### config.mk
export PLATFORM = sky130hd
export DESIGN_NAME = structured_mesh_connectivity
export DESIGN_NICKNAME = d
export VERILOG_FILES = /design/src/sv/smc_pkg.sv /design/src/sv/smc_emit.sv /design/src/sv/structured_mesh_connectivity.sv
export SDC_FILE = /design/constraint.sdc
export NUM_CORES = 2
export LEC_CHECK = 0
export ABC_AREA = 1
export CAP_MARGIN = 20
export CORE_MARGIN = 2
export CORE_UTILIZATION = 52
export CTS_CLUSTER_DIAMETER = 150
export CTS_CLUSTER_SIZE = 16
export DETAILED_ROUTE_END_ITERATION = 12
export DONT_BUFFER_PORTS = 1
export PLACE_DENSITY = 0.81
export SLEW_MARGIN = 20
export SYNTH_ARGS = -nofsm -noshare
export SYNTH_HDL_FRONTEND = slang
export SYNTH_HIERARCHICAL = 1
export SYNTH_SLANG_ARGS = --single-unit
export TNS_END_PERCENT = 1
### constraint.sdc
create_clock -name clk -period 14.4 [get_ports clk]
set_input_delay 1.44 -clock clk [delete_from_list [all_inputs] [get_ports clk]]
set_output_delay 1.44 -clock clk [all_outputs]
set_load 0.02 [all_outputs]
### src/sv/smc_pkg.sv
// Types, constants and helper functions of the structured mesh connectivity block.
`default_nettype none

package smc_pkg;

  localparam int MAX_LOCAL_ZONES  = 1024;
  localparam int MAX_GLOBAL_ZONES = 4096;

  localparam int COORD_W     = 11;
  localparam int GCOORD_W    = 13;
  localparam int INDEX_W     = 31;
  localparam int GID_W       = 37;
  localparam int SLOT_W      = 3;
  localparam int NSLOT       = 8;
  localparam int CFG_DATA_W  = 26;
  localparam int CFG_INDEX_W = 4;
  localparam int PLANE_W     = 22;
  localparam int GPLANE_W    = 26;

  typedef enum logic [CFG_INDEX_W-1:0] {
    REG_THREE_D        = 4'd0,
    REG_ZONES_I        = 4'd1,
    REG_ZONES_J        = 4'd2,
    REG_ZONES_K        = 4'd3,
    REG_GLOBAL_ZONES   = 4'd4,
    REG_GLOBAL_START_I = 4'd5,
    REG_GLOBAL_START_J = 4'd6,
    REG_GLOBAL_START_K = 4'd7
  } cfg_reg_e;

  typedef enum logic {
    OP_NODE = 1'b0,
    OP_ZONE = 1'b1
  } op_e;

  typedef struct packed {
    op_e                op;
    logic [COORD_W-1:0] coord_i;
    logic [COORD_W-1:0] coord_j;
    logic [COORD_W-1:0] coord_k;
  } query_t;

  typedef struct packed {
    logic [INDEX_W-1:0] neighbor_index;
    logic [GID_W-1:0]   global_node_id;
    logic [SLOT_W-1:0]  slot;
    logic               last;
    logic               range_error;
  } result_t;

  // One query, reduced to a base index, two strides and a mask of the slots to emit.
  typedef struct packed {
    op_e                op;
    logic               err;
    logic [NSLOT-1:0]   mask;
    logic [INDEX_W-1:0] base;
    logic [GID_W-1:0]   gid;
    logic [PLANE_W-1:0] p_stride;
    logic [COORD_W-1:0] k_stride;
  } job_t;

  function automatic logic [COORD_W-1:0] local_count(input logic [COORD_W-1:0] v);
    logic [COORD_W-1:0] r;
    if (v == '0) begin
      r = COORD_W'(1);
    end else if (v > COORD_W'(MAX_LOCAL_ZONES)) begin
      r = COORD_W'(MAX_LOCAL_ZONES);
    end else begin
      r = v;
    end
    return r;
  endfunction

  function automatic logic [GCOORD_W-1:0] global_clamp(input logic [GCOORD_W-1:0] v);
    return (v > GCOORD_W'(MAX_GLOBAL_ZONES)) ? GCOORD_W'(MAX_GLOBAL_ZONES) : v;
  endfunction

  // Corner offsets of a zone as {di, dj, dk}.
  function automatic logic [2:0] zone_corner(input logic [SLOT_W-1:0] slot);
    logic [2:0] d;
    unique case (slot)
      3'd0:    d = 3'b000;
      3'd1:    d = 3'b010;
      3'd2:    d = 3'b110;
      3'd3:    d = 3'b100;
      3'd4:    d = 3'b001;
      3'd5:    d = 3'b011;
      3'd6:    d = 3'b111;
      default: d = 3'b101;
    endcase
    return d;
  endfunction

  function automatic logic [SLOT_W-1:0] slot_of(input logic [NSLOT-1:0] onehot);
    logic [SLOT_W-1:0] s;
    s = '0;
    for (int n = 0; n < NSLOT; n++) begin
      if (onehot[n]) begin
        s = s | SLOT_W'(n);
      end
    end
    return s;
  endfunction

endpackage

`default_nettype wire

### src/sv/smc_emit.sv
// Result sequencer: walks the slot mask of one query and registers one result a cycle.
`default_nettype none

module smc_emit (
  input  wire logic             clk,
  input  wire logic             rst,
  input  wire smc_pkg::job_t    job,
  input  wire logic             job_valid,
  output logic                  ready,
  output smc_pkg::result_t      result,
  output logic                  result_strobe
);

  logic                                 em_valid;
  logic [smc_pkg::NSLOT-1:0]            em_mask;
  smc_pkg::op_e                         em_op;
  logic                                 em_err;
  logic [smc_pkg::INDEX_W-1:0]          em_base;
  logic [smc_pkg::GID_W-1:0]            em_gid;
  logic [smc_pkg::PLANE_W-1:0]          em_p;
  logic [smc_pkg::COORD_W-1:0]          em_k;

  logic [smc_pkg::NSLOT-1:0]            low;
  logic [smc_pkg::NSLOT-1:0]            rest;
  logic [smc_pkg::SLOT_W-1:0]           slot;
  logic [2:0]                           delta;
  logic [smc_pkg::INDEX_W-1:0]          p_ext;
  logic [smc_pkg::INDEX_W-1:0]          k_ext;
  logic [smc_pkg::INDEX_W-1:0]          term_i;
  logic [smc_pkg::INDEX_W-1:0]          term_j;
  logic [smc_pkg::INDEX_W-1:0]          term_k;
  logic [smc_pkg::INDEX_W-1:0]          idx;
  logic                                 is_zone;

  // Lowest remaining slot goes out first, which keeps the fixed table order.
  assign low     = em_mask & (~em_mask + smc_pkg::NSLOT'(1));
  assign rest    = em_mask & ~low;
  assign slot    = smc_pkg::slot_of(low);
  assign is_zone = (em_op == smc_pkg::OP_ZONE);
  assign delta   = is_zone ? smc_pkg::zone_corner(slot) : slot;
  assign ready   = !em_valid || (rest == '0);

  assign p_ext = {{(smc_pkg::INDEX_W - smc_pkg::PLANE_W){1'b0}}, em_p};
  assign k_ext = {{(smc_pkg::INDEX_W - smc_pkg::COORD_W){1'b0}}, em_k};

  // Node queries step back by one zone where the offset bit is clear.
  always_comb begin
    if (is_zone) begin
      term_i = delta[2] ? p_ext : '0;
      term_j = delta[1] ? k_ext : '0;
      term_k = delta[0] ? smc_pkg::INDEX_W'(1) : '0;
    end else begin
      term_i = delta[2] ? '0 : ('0 - p_ext);
      term_j = delta[1] ? '0 : ('0 - k_ext);
      term_k = delta[0] ? '0 : '1;
    end
  end

  assign idx = em_base + term_i + term_j + term_k;

  always_ff @(posedge clk) begin
    if (rst) begin
      em_valid      <= 1'b0;
      em_mask       <= '0;
      result_strobe <= 1'b0;
    end else begin
      result_strobe <= em_valid;
      if (em_valid && (rest != '0)) begin
        em_mask <= rest;
      end else if (job_valid) begin
        em_valid <= 1'b1;
        em_mask  <= job.mask;
      end else begin
        em_valid <= 1'b0;
        em_mask  <= '0;
      end
    end
  end

  always_ff @(posedge clk) begin
    if (ready && job_valid) begin
      em_op   <= job.op;
      em_err  <= job.err;
      em_base <= job.base;
      em_gid  <= job.gid;
      em_p    <= job.p_stride;
      em_k    <= job.k_stride;
    end
    result.neighbor_index <= em_err ? '0 : idx;
    result.global_node_id <= em_gid;
    result.slot           <= slot;
    result.last           <= (rest == '0);
    result.range_error    <= em_err;
  end

endmodule

`default_nettype wire

### src/sv/structured_mesh_connectivity.sv
// Top level of the structured mesh connectivity generator.
//
// A query beat is taken at a rising edge with start high and busy low. Results leave on
// result, one per cycle, each marked by result_strobe for exactly one cycle; the receiver
// cannot hold them off, so it must take every beat as it comes. A query passes the
// pipeline stages, is loaded into the result sequencer and leaves through its registered
// result port. A query gives one to eight results (eight for a 3D zone query), which
// the result sequencer at the end of the pipeline emits back to back; it takes the next
// query only as the last result of the current one goes out. Queries enter on consecutive
// cycles while the five pipeline stages have room; busy rises only when the last stage
// holds a query that the sequencer cannot yet take, and then the whole pipeline holds still.
// Configuration registers are written by cfg_write, cfg_index and cfg_data and take effect
// on the next accepted query; they should only change while no query is in flight. A write
// to an index beyond the register list is ignored.
`default_nettype none

module structured_mesh_connectivity (
  input  wire logic                               clk,
  input  wire logic                               rst,
  input  wire logic                               start,
  output logic                                    busy,
  input  wire smc_pkg::query_t                    query,
  output smc_pkg::result_t                        result,
  output logic                                    result_strobe,
  input  wire logic                               cfg_write,
  input  wire logic [smc_pkg::CFG_INDEX_W-1:0]    cfg_index,
  input  wire logic [smc_pkg::CFG_DATA_W-1:0]     cfg_data
);

  localparam int CW = smc_pkg::COORD_W;
  localparam int GW = smc_pkg::GCOORD_W;
  localparam int IW = smc_pkg::INDEX_W;
  localparam int DW = smc_pkg::GID_W;
  localparam int PW = smc_pkg::PLANE_W;
  localparam int QW = smc_pkg::GPLANE_W;
  localparam int NS = smc_pkg::NSLOT;

  // Configuration registers.
  logic                             three_d;
  logic [CW-1:0]                    zones_i;
  logic [CW-1:0]                    zones_j;
  logic [CW-1:0]                    zones_k;
  logic [smc_pkg::CFG_DATA_W-1:0]   global_zones_jk;
  logic [GW-1:0]                    global_start_i;
  logic [GW-1:0]                    global_start_j;
  logic [GW-1:0]                    global_start_k;

  always_ff @(posedge clk) begin
    if (rst) begin
      three_d         <= 1'b1;
      zones_i         <= CW'(1);
      zones_j         <= CW'(1);
      zones_k         <= CW'(1);
      global_zones_jk <= '0;
      global_start_i  <= '0;
      global_start_j  <= '0;
      global_start_k  <= '0;
    end else if (cfg_write) begin
      unique case (cfg_index)
        smc_pkg::REG_THREE_D:        three_d         <= cfg_data[0];
        smc_pkg::REG_ZONES_I:        zones_i         <= cfg_data[CW-1:0];
        smc_pkg::REG_ZONES_J:        zones_j         <= cfg_data[CW-1:0];
        smc_pkg::REG_ZONES_K:        zones_k         <= cfg_data[CW-1:0];
        smc_pkg::REG_GLOBAL_ZONES:   global_zones_jk <= cfg_data;
        smc_pkg::REG_GLOBAL_START_I: global_start_i  <= cfg_data[GW-1:0];
        smc_pkg::REG_GLOBAL_START_J: global_start_j  <= cfg_data[GW-1:0];
        smc_pkg::REG_GLOBAL_START_K: global_start_k  <= cfg_data[GW-1:0];
        default: ;
      endcase
    end
  end

  // Pipeline control. Every stage moves together; the sequencer's ready decides.
  logic advance;
  logic em_ready;
  logic s1_valid, s2_valid, s3_valid, s4_valid, s5_valid;

  assign advance = !s5_valid || em_ready;
  assign busy    = !advance;

  always_ff @(posedge clk) begin
    if (rst) begin
      s1_valid <= 1'b0;
      s2_valid <= 1'b0;
      s3_valid <= 1'b0;
      s4_valid <= 1'b0;
      s5_valid <= 1'b0;
    end else if (advance) begin
      s1_valid <= start;
      s2_valid <= s1_valid;
      s3_valid <= s2_valid;
      s4_valid <= s3_valid;
      s5_valid <= s4_valid;
    end
  end

  // Stage 1: capture the query with the clamped mesh sizes and global offsets.
  // In 2D the third axis collapses to a single zone, a single node layer and offset zero.
  smc_pkg::op_e s1_op;
  logic [CW-1:0] s1_ci, s1_cj, s1_ck, s1_zi, s1_zj, s1_zk;
  logic          s1_d3;
  logic [GW-1:0] s1_gnj, s1_gnk, s1_gsi, s1_gsj, s1_gsk;

  always_ff @(posedge clk) begin
    if (advance) begin
      s1_op  <= query.op;
      s1_ci  <= query.coord_i;
      s1_cj  <= query.coord_j;
      s1_ck  <= query.coord_k;
      s1_d3  <= three_d;
      s1_zi  <= smc_pkg::local_count(zones_i);
      s1_zj  <= smc_pkg::local_count(zones_j);
      s1_zk  <= three_d ? smc_pkg::local_count(zones_k) : CW'(1);
      s1_gnj <= smc_pkg::global_clamp(global_zones_jk[2*GW-1:GW]) + GW'(1);
      s1_gnk <= three_d ? (smc_pkg::global_clamp(global_zones_jk[GW-1:0]) + GW'(1))
                        : GW'(1);
      s1_gsi <= smc_pkg::global_clamp(global_start_i);
      s1_gsj <= smc_pkg::global_clamp(global_start_j);
      s1_gsk <= three_d ? smc_pkg::global_clamp(global_start_k) : '0;
    end
  end

  // Stage 2: range check, slot mask, strides and global coordinates.
  logic [CW-1:0] s1_nk;
  logic          s1_zone;
  logic          s1_err;
  logic [NS-1:0] s1_node_mask;
  logic [NS-1:0] s1_mask;
  logic [1:0]    va, vb, vc;

  assign s1_nk   = s1_d3 ? (s1_zk + CW'(1)) : CW'(1);
  assign s1_zone = (s1_op == smc_pkg::OP_ZONE);
  assign s1_err  = s1_zone ? ((s1_ci >= s1_zi) || (s1_cj >= s1_zj) || (s1_ck >= s1_zk))
                           : ((s1_ci >  s1_zi) || (s1_cj >  s1_zj) || (s1_ck >= s1_nk));

  // For a node, the zone one step back on an axis exists when the coordinate is non-zero,
  // and the zone straight ahead exists when the coordinate is below the zone count.
  assign va = {s1_ci < s1_zi, s1_ci != '0};
  assign vb = {s1_cj < s1_zj, s1_cj != '0};
  assign vc = {s1_ck < s1_zk, s1_ck != '0};

  always_comb begin
    for (int n = 0; n < NS; n++) begin
      s1_node_mask[n] = va[n[2]] & vb[n[1]] & vc[n[0]];
    end
  end

  always_comb begin
    if (s1_err) begin
      s1_mask = NS'(1);
    end else if (s1_zone) begin
      s1_mask = s1_d3 ? '1 : NS'(8'h0F);
    end else begin
      s1_mask = s1_node_mask;
    end
  end

  smc_pkg::op_e s2_op;
  logic          s2_err;
  logic [NS-1:0] s2_mask;
  logic [CW-1:0] s2_ci, s2_cj, s2_ck, s2_pj, s2_pk;
  logic [GW-1:0] s2_gi, s2_gj, s2_gk, s2_gnj, s2_gnk;

  always_ff @(posedge clk) begin
    if (advance) begin
      s2_op   <= s1_op;
      s2_err  <= s1_err;
      s2_mask <= s1_mask;
      s2_ci   <= s1_ci;
      s2_cj   <= s1_cj;
      s2_ck   <= s1_ck;
      // Zone queries index nodes, node queries index zones.
      s2_pj   <= s1_zone ? (s1_zj + CW'(1)) : s1_zj;
      s2_pk   <= s1_zone ? s1_nk : s1_zk;
      s2_gi   <= s1_gsi + GW'(s1_ci);
      s2_gj   <= s1_gsj + GW'(s1_cj);
      s2_gk   <= s1_gsk + GW'(s1_ck);
      s2_gnj  <= s1_gnj;
      s2_gnk  <= s1_gnk;
    end
  end

  // Stage 3: plane sizes and the global row term.
  smc_pkg::op_e s3_op;
  logic          s3_err;
  logic [NS-1:0] s3_mask;
  logic [CW-1:0] s3_ci, s3_cj, s3_ck, s3_k;
  logic [PW-1:0] s3_p;
  logic [QW-1:0] s3_gjk, s3_gjt;
  logic [GW-1:0] s3_gi, s3_gk;

  always_ff @(posedge clk) begin
    if (advance) begin
      s3_op   <= s2_op;
      s3_err  <= s2_err;
      s3_mask <= s2_mask;
      s3_ci   <= s2_ci;
      s3_cj   <= s2_cj;
      s3_ck   <= s2_ck;
      s3_k    <= s2_pk;
      s3_p    <= PW'(s2_pj) * PW'(s2_pk);
      s3_gjk  <= QW'(s2_gnj) * QW'(s2_gnk);
      s3_gjt  <= QW'(s2_gj) * QW'(s2_gnk);
      s3_gi   <= s2_gi;
      s3_gk   <= s2_gk;
    end
  end

  // Stage 4: the plane and row products. The two plane products wrap harmlessly at the field widths.
  logic [IW+1:0]      s3_ap_full;
  logic [DW+1:0]      s3_git_full;
  logic [2*CW-1:0]    s3_bk_full;

  assign s3_ap_full  = (IW+2)'(s3_ci) * (IW+2)'(s3_p);
  assign s3_git_full = (DW+2)'(s3_gi) * (DW+2)'(s3_gjk);
  assign s3_bk_full  = (2*CW)'(s3_cj) * (2*CW)'(s3_k);

  smc_pkg::op_e s4_op;
  logic          s4_err;
  logic [NS-1:0] s4_mask;
  logic [IW-1:0] s4_ap;
  logic [2*CW-1:0] s4_bk;
  logic [CW-1:0] s4_ck, s4_k;
  logic [PW-1:0] s4_p;
  logic [DW-1:0] s4_git;
  logic [QW-1:0] s4_gjt;
  logic [GW-1:0] s4_gk;

  always_ff @(posedge clk) begin
    if (advance) begin
      s4_op   <= s3_op;
      s4_err  <= s3_err;
      s4_mask <= s3_mask;
      s4_ap   <= s3_ap_full[IW-1:0];
      s4_bk   <= s3_bk_full;
      s4_ck   <= s3_ck;
      s4_k    <= s3_k;
      s4_p    <= s3_p;
      s4_git  <= s3_git_full[DW-1:0];
      s4_gjt  <= s3_gjt;
      s4_gk   <= s3_gk;
    end
  end

  // Stage 5: sum into the base index and the global node id. The base points at the
  // queried coordinates; the sequencer adds or subtracts the strides for each slot.
  smc_pkg::job_t s5_job;

  always_ff @(posedge clk) begin
    if (advance) begin
      s5_job.op       <= s4_op;
      s5_job.err      <= s4_err;
      s5_job.mask     <= s4_mask;
      s5_job.base     <= s4_ap + IW'(s4_bk) + IW'(s4_ck);
      s5_job.gid      <= (s4_err || (s4_op == smc_pkg::OP_ZONE)) ? '0
                         : (s4_git + DW'(s4_gjt) + DW'(s4_gk));
      s5_job.p_stride <= s4_p;
      s5_job.k_stride <= s4_k;
    end
  end

  smc_emit u_emit (
    .clk           (clk),
    .rst           (rst),
    .job           (s5_job),
    .job_valid     (s5_valid),
    .ready         (em_ready),
    .result        (result),
    .result_strobe (result_strobe)
  );

endmodule

`default_nettype wire

==> impl_metrics.tcl <==
set metrics [dict create \
    dp_hpwl_mm 158 \
    muxShareOfSynthArea_pct 0 \
    arrival_ns 6.34 \
    r2r-start "s3_gi[7]$_DFFE_PN_" \
    yosysUniqueCellTypes 65 \
    grt_pass1_vias 60600 \
    drive_gt1_share_pct 2.17 \
    fmax_mhz 170 \
    swShare_pct 33.2 \
    yosys.area_share.simple_pct 14.8 \
    dieArea_sq_um 161000 \
    area_growth_pct 4.88 \
    core_area_sq_um 157000 \
    die_w_um 402 \
    synth_nets 10600 \
    pwr-share-comb_pct 24.5 \
    setup.worst_path.end_class "register" \
    power_frac_seq_pct 48.3 \
    drt_pass1_iterations 6 \
    wire_per_inst_um 18.4 \
    syn_area_sq_um 82200 \
    layout_common_cells "inv_1, nand2_1, fa_1, edfxtp_1, ha_1" \
    synth_edf_count 814 \
    top_layer_used "met5" \
    synth_top_family_by_area "adder cells" \
    cp.required_ns 14.86 \
    row_count 145 \
    maxSlewHeadroom_pct 20.6 \
    postCtsHoldBufs 0 \
    hold_viol_final 0 \
    pwr-share-clk_pct 27.2 \
    routed_wl_mm 201 \
    grt_usage_pct 25.2 \
    initial_core_util_pct 52.5 \
    drtAntennaViolNets 0 \
    ioPinCount 143 \
    fin_crit_ns 5.87 \
    antenna_found_initial 11 \
    ys_ff_latch 1001 \
    cts_resized 0 \
    synth_seq_area_share_pct 34.3 \
    clk_pin_slew_ns 0.08 \
    cts_setup_buffers 0 \
    syn_avg_cell_area_sq_um 9.13 \
    ys.flop_type "edfxtp_1" \
    finClkSkew_ns 0.0541 \
    synth-adder-area-share_pct 31.6 \
    ys_top_cells_by_area "edfxtp_1, fa_1, inv_1, nand2_1, ha_1" \
    power_leakage_nw 43.7 \
    period_share_pct 40.8 \
    syn_inst 9002 \
    synth-compound-area-share_pct 6.17 \
    async_flop_share_pct 0 \
    yosys.area_share.xor_xnor_pct 2.39 \
    worstPathMaxFanout 26 \
    drc 0 \
    grt_pass1_wl_mm 323 \
    tritoncts "built" \
    routabilityCongestion 0.962 \
    cts_buffers 73 \
    rsz0062_at_grt "no" \
    num_vias 59500 \
    clockRootBuffer "clkbuf_16" \
    placed_cells 10800 \
    dr_wl_met3_mm 19.9 \
    switching_power_mw 2.52 \
    wl_met1_mm 82.7 \
    yosysWarnings 6 \
    startpoint "s3_gi[7]$_DFFE_PN_" \
    final_common_cell "inv_1" \
    via_per_inst 5.44 \
    overflow 0 \
    yosysTopAreaCell "edfxtp_1" \
    synth_top_area_share_pct 29.7 \
    hold_class "register to register" \
    ir_drop_v 0.000106 \
    status "finished, final reports clean" \
    clockBufferDepth 3 \
    grt_max_degree 192 \
    p_per_area_nw_per_um2 88.0 \
    worstMarginPinSlew_ns 1.19 \
    cts.sinks 1001 \
    slew_violations 0 \
    clkLatencyLatePin_ns 0.73 \
    worstSetupPathType "register to register" \
    worstHoldStart "u_emit/em_gid[10]$_DFFE_PP_" \
    cts_max_level 3 \
    start_kind "register" \
    final_cells 10900 \
    max-cap-violations 0 \
    die_h_um 402 \
    p_int_mw 5.07 \
    port_buffers 0 \
    setup_viol 0 \
    nets 10400 \
    wl_met2_mm 89.7 \
    drtIter0Drc 5667 \
    tns_ns 0 \
]
[worst max-delay path, cell delays in order (launching register included)]
cell and delay (ns):
edfxtp_1 1.05, nand2_1 0.22, fa_1 0.60, inv_1 0.06, fa_1 0.59, fa_1 0.44
fa_1 0.49, inv_1 0.05, fa_1 0.53, inv_1 0.06, ha_1 0.34, nand2_1 0.21
inv_1 0.06, a21oi_1 0.22, a21boi_1 0.34, nand2_2 0.13, nand2_1 0.10, nand2_1 0.05
nand2_1 0.06, nand2_1 0.05
[cell usage after synthesis, types with 9 or more instances]
master	number
inv_2	10
clkbuf_1	241
xnor2_1	50
a31oi_1	21
a21oi_1	434
o21bai_1	26
edfxtp_1	814
nor4_1	21
o21ai_1	37
o22ai_1	9
dfxtp_1	187
nor3_2	12
nor2_1	522
o21a_1	21
xor2_1	174
buf_1	23
o31ai_1	9
fa_1	932
a211oi_1	9
inv_1	2067
o21ai_0	289
nor3_1	59
nand4_1	84
nand3_1	210
nand2_1	2002
nor2_2	17
nand2_2	10
ha_1	584
a21o_1	34
[power groups by stage]
stage	Combinational (mW)	Clock, mW	Sequential (mW)
2_1_floorplan	1.39	0	3.54
3_3_place_gp	1.76	0	3.71
3_5_place_dp	1.81	0	3.72
4_1_cts	1.83	2.12	3.66
5_1_grt	2.09	2.21	3.69
6_report	1.86	2.07	3.67
[logic make-up after synthesis]
| group | Yosys count |
|---|---|
| AND/OR/NAND/NOR | 2980 |
| buffers and inverters | 2352 |
| adder cells (fa/ha/maj) | 1516 |
| flip-flops | 1001 |
| AO/OA/AOI/OAI | 929 |
| XOR/XNOR | 224 |
[metal layers]
metal	track usage (%)	up-vias
met5	0	-
met4	10.3	12
met3	4.92	502
met2	39.4	2842
met1	34.6	28700
li1	-	27400
[sequential cells by signal, indices dropped and copies added, names as in the netlist, 22 cells and up]
signal and count:
s3_gjk 26, u_emit/em_gid 37, global_zones_jk 26, s4_p 22
s4_git 37, u_emit/result 73, u_emit/em_base 31, s4_gjt 26
s4_ap 31, s4_bk 22, s3_gjt 26, u_emit/em_p 22
s5_job 111, s3_p 22
[through the flow]
stage,area [sq um],util [%],worst slack [ns],power [mW],hold slack (ns)
2_1_floorplan,82200,-,1.46,4.92,0.323
3_5_place_dp,83900,53.6,8.62,5.54,0.328
3_3_place_gp,83900,53.6,8.73,5.47,0.327
4_1_cts,86100,55.0,8.60,7.62,0.331
5_1_grt,86200,55.1,8.27,7.99,0.348
6_report,86200,55.1,8.53,7.59,0.330
[path summary, 6_finish.rpt]
path         depth (start not counted)                        end  slack, ns
max                                 19       s4_git[24]$_DFFE_PN_       8.53
min                                  0  u_emit/result[15]$_DFF_P_       0.33
max reg2reg                         19       s4_git[24]$_DFFE_PN_       8.53
min reg2reg                          0  u_emit/result[15]$_DFF_P_       0.33
[final cells by class]
type / count / area [sq um]
Multi-Input combinational cell: 5649 / 45100
Inverter: 2079 / 7810
Tap cell: 2058 / 2570
Fill cell: 13200 / 70400
Clock inverter: 11 / 206
Clock buffer: 120 / 2050
Timing Repair Buffer: 21 / 225
Antenna cell: 2 / 5.00
Sequential cell: 1001 / 28200
No activity file was read; power rests on OpenSTA's default activity.
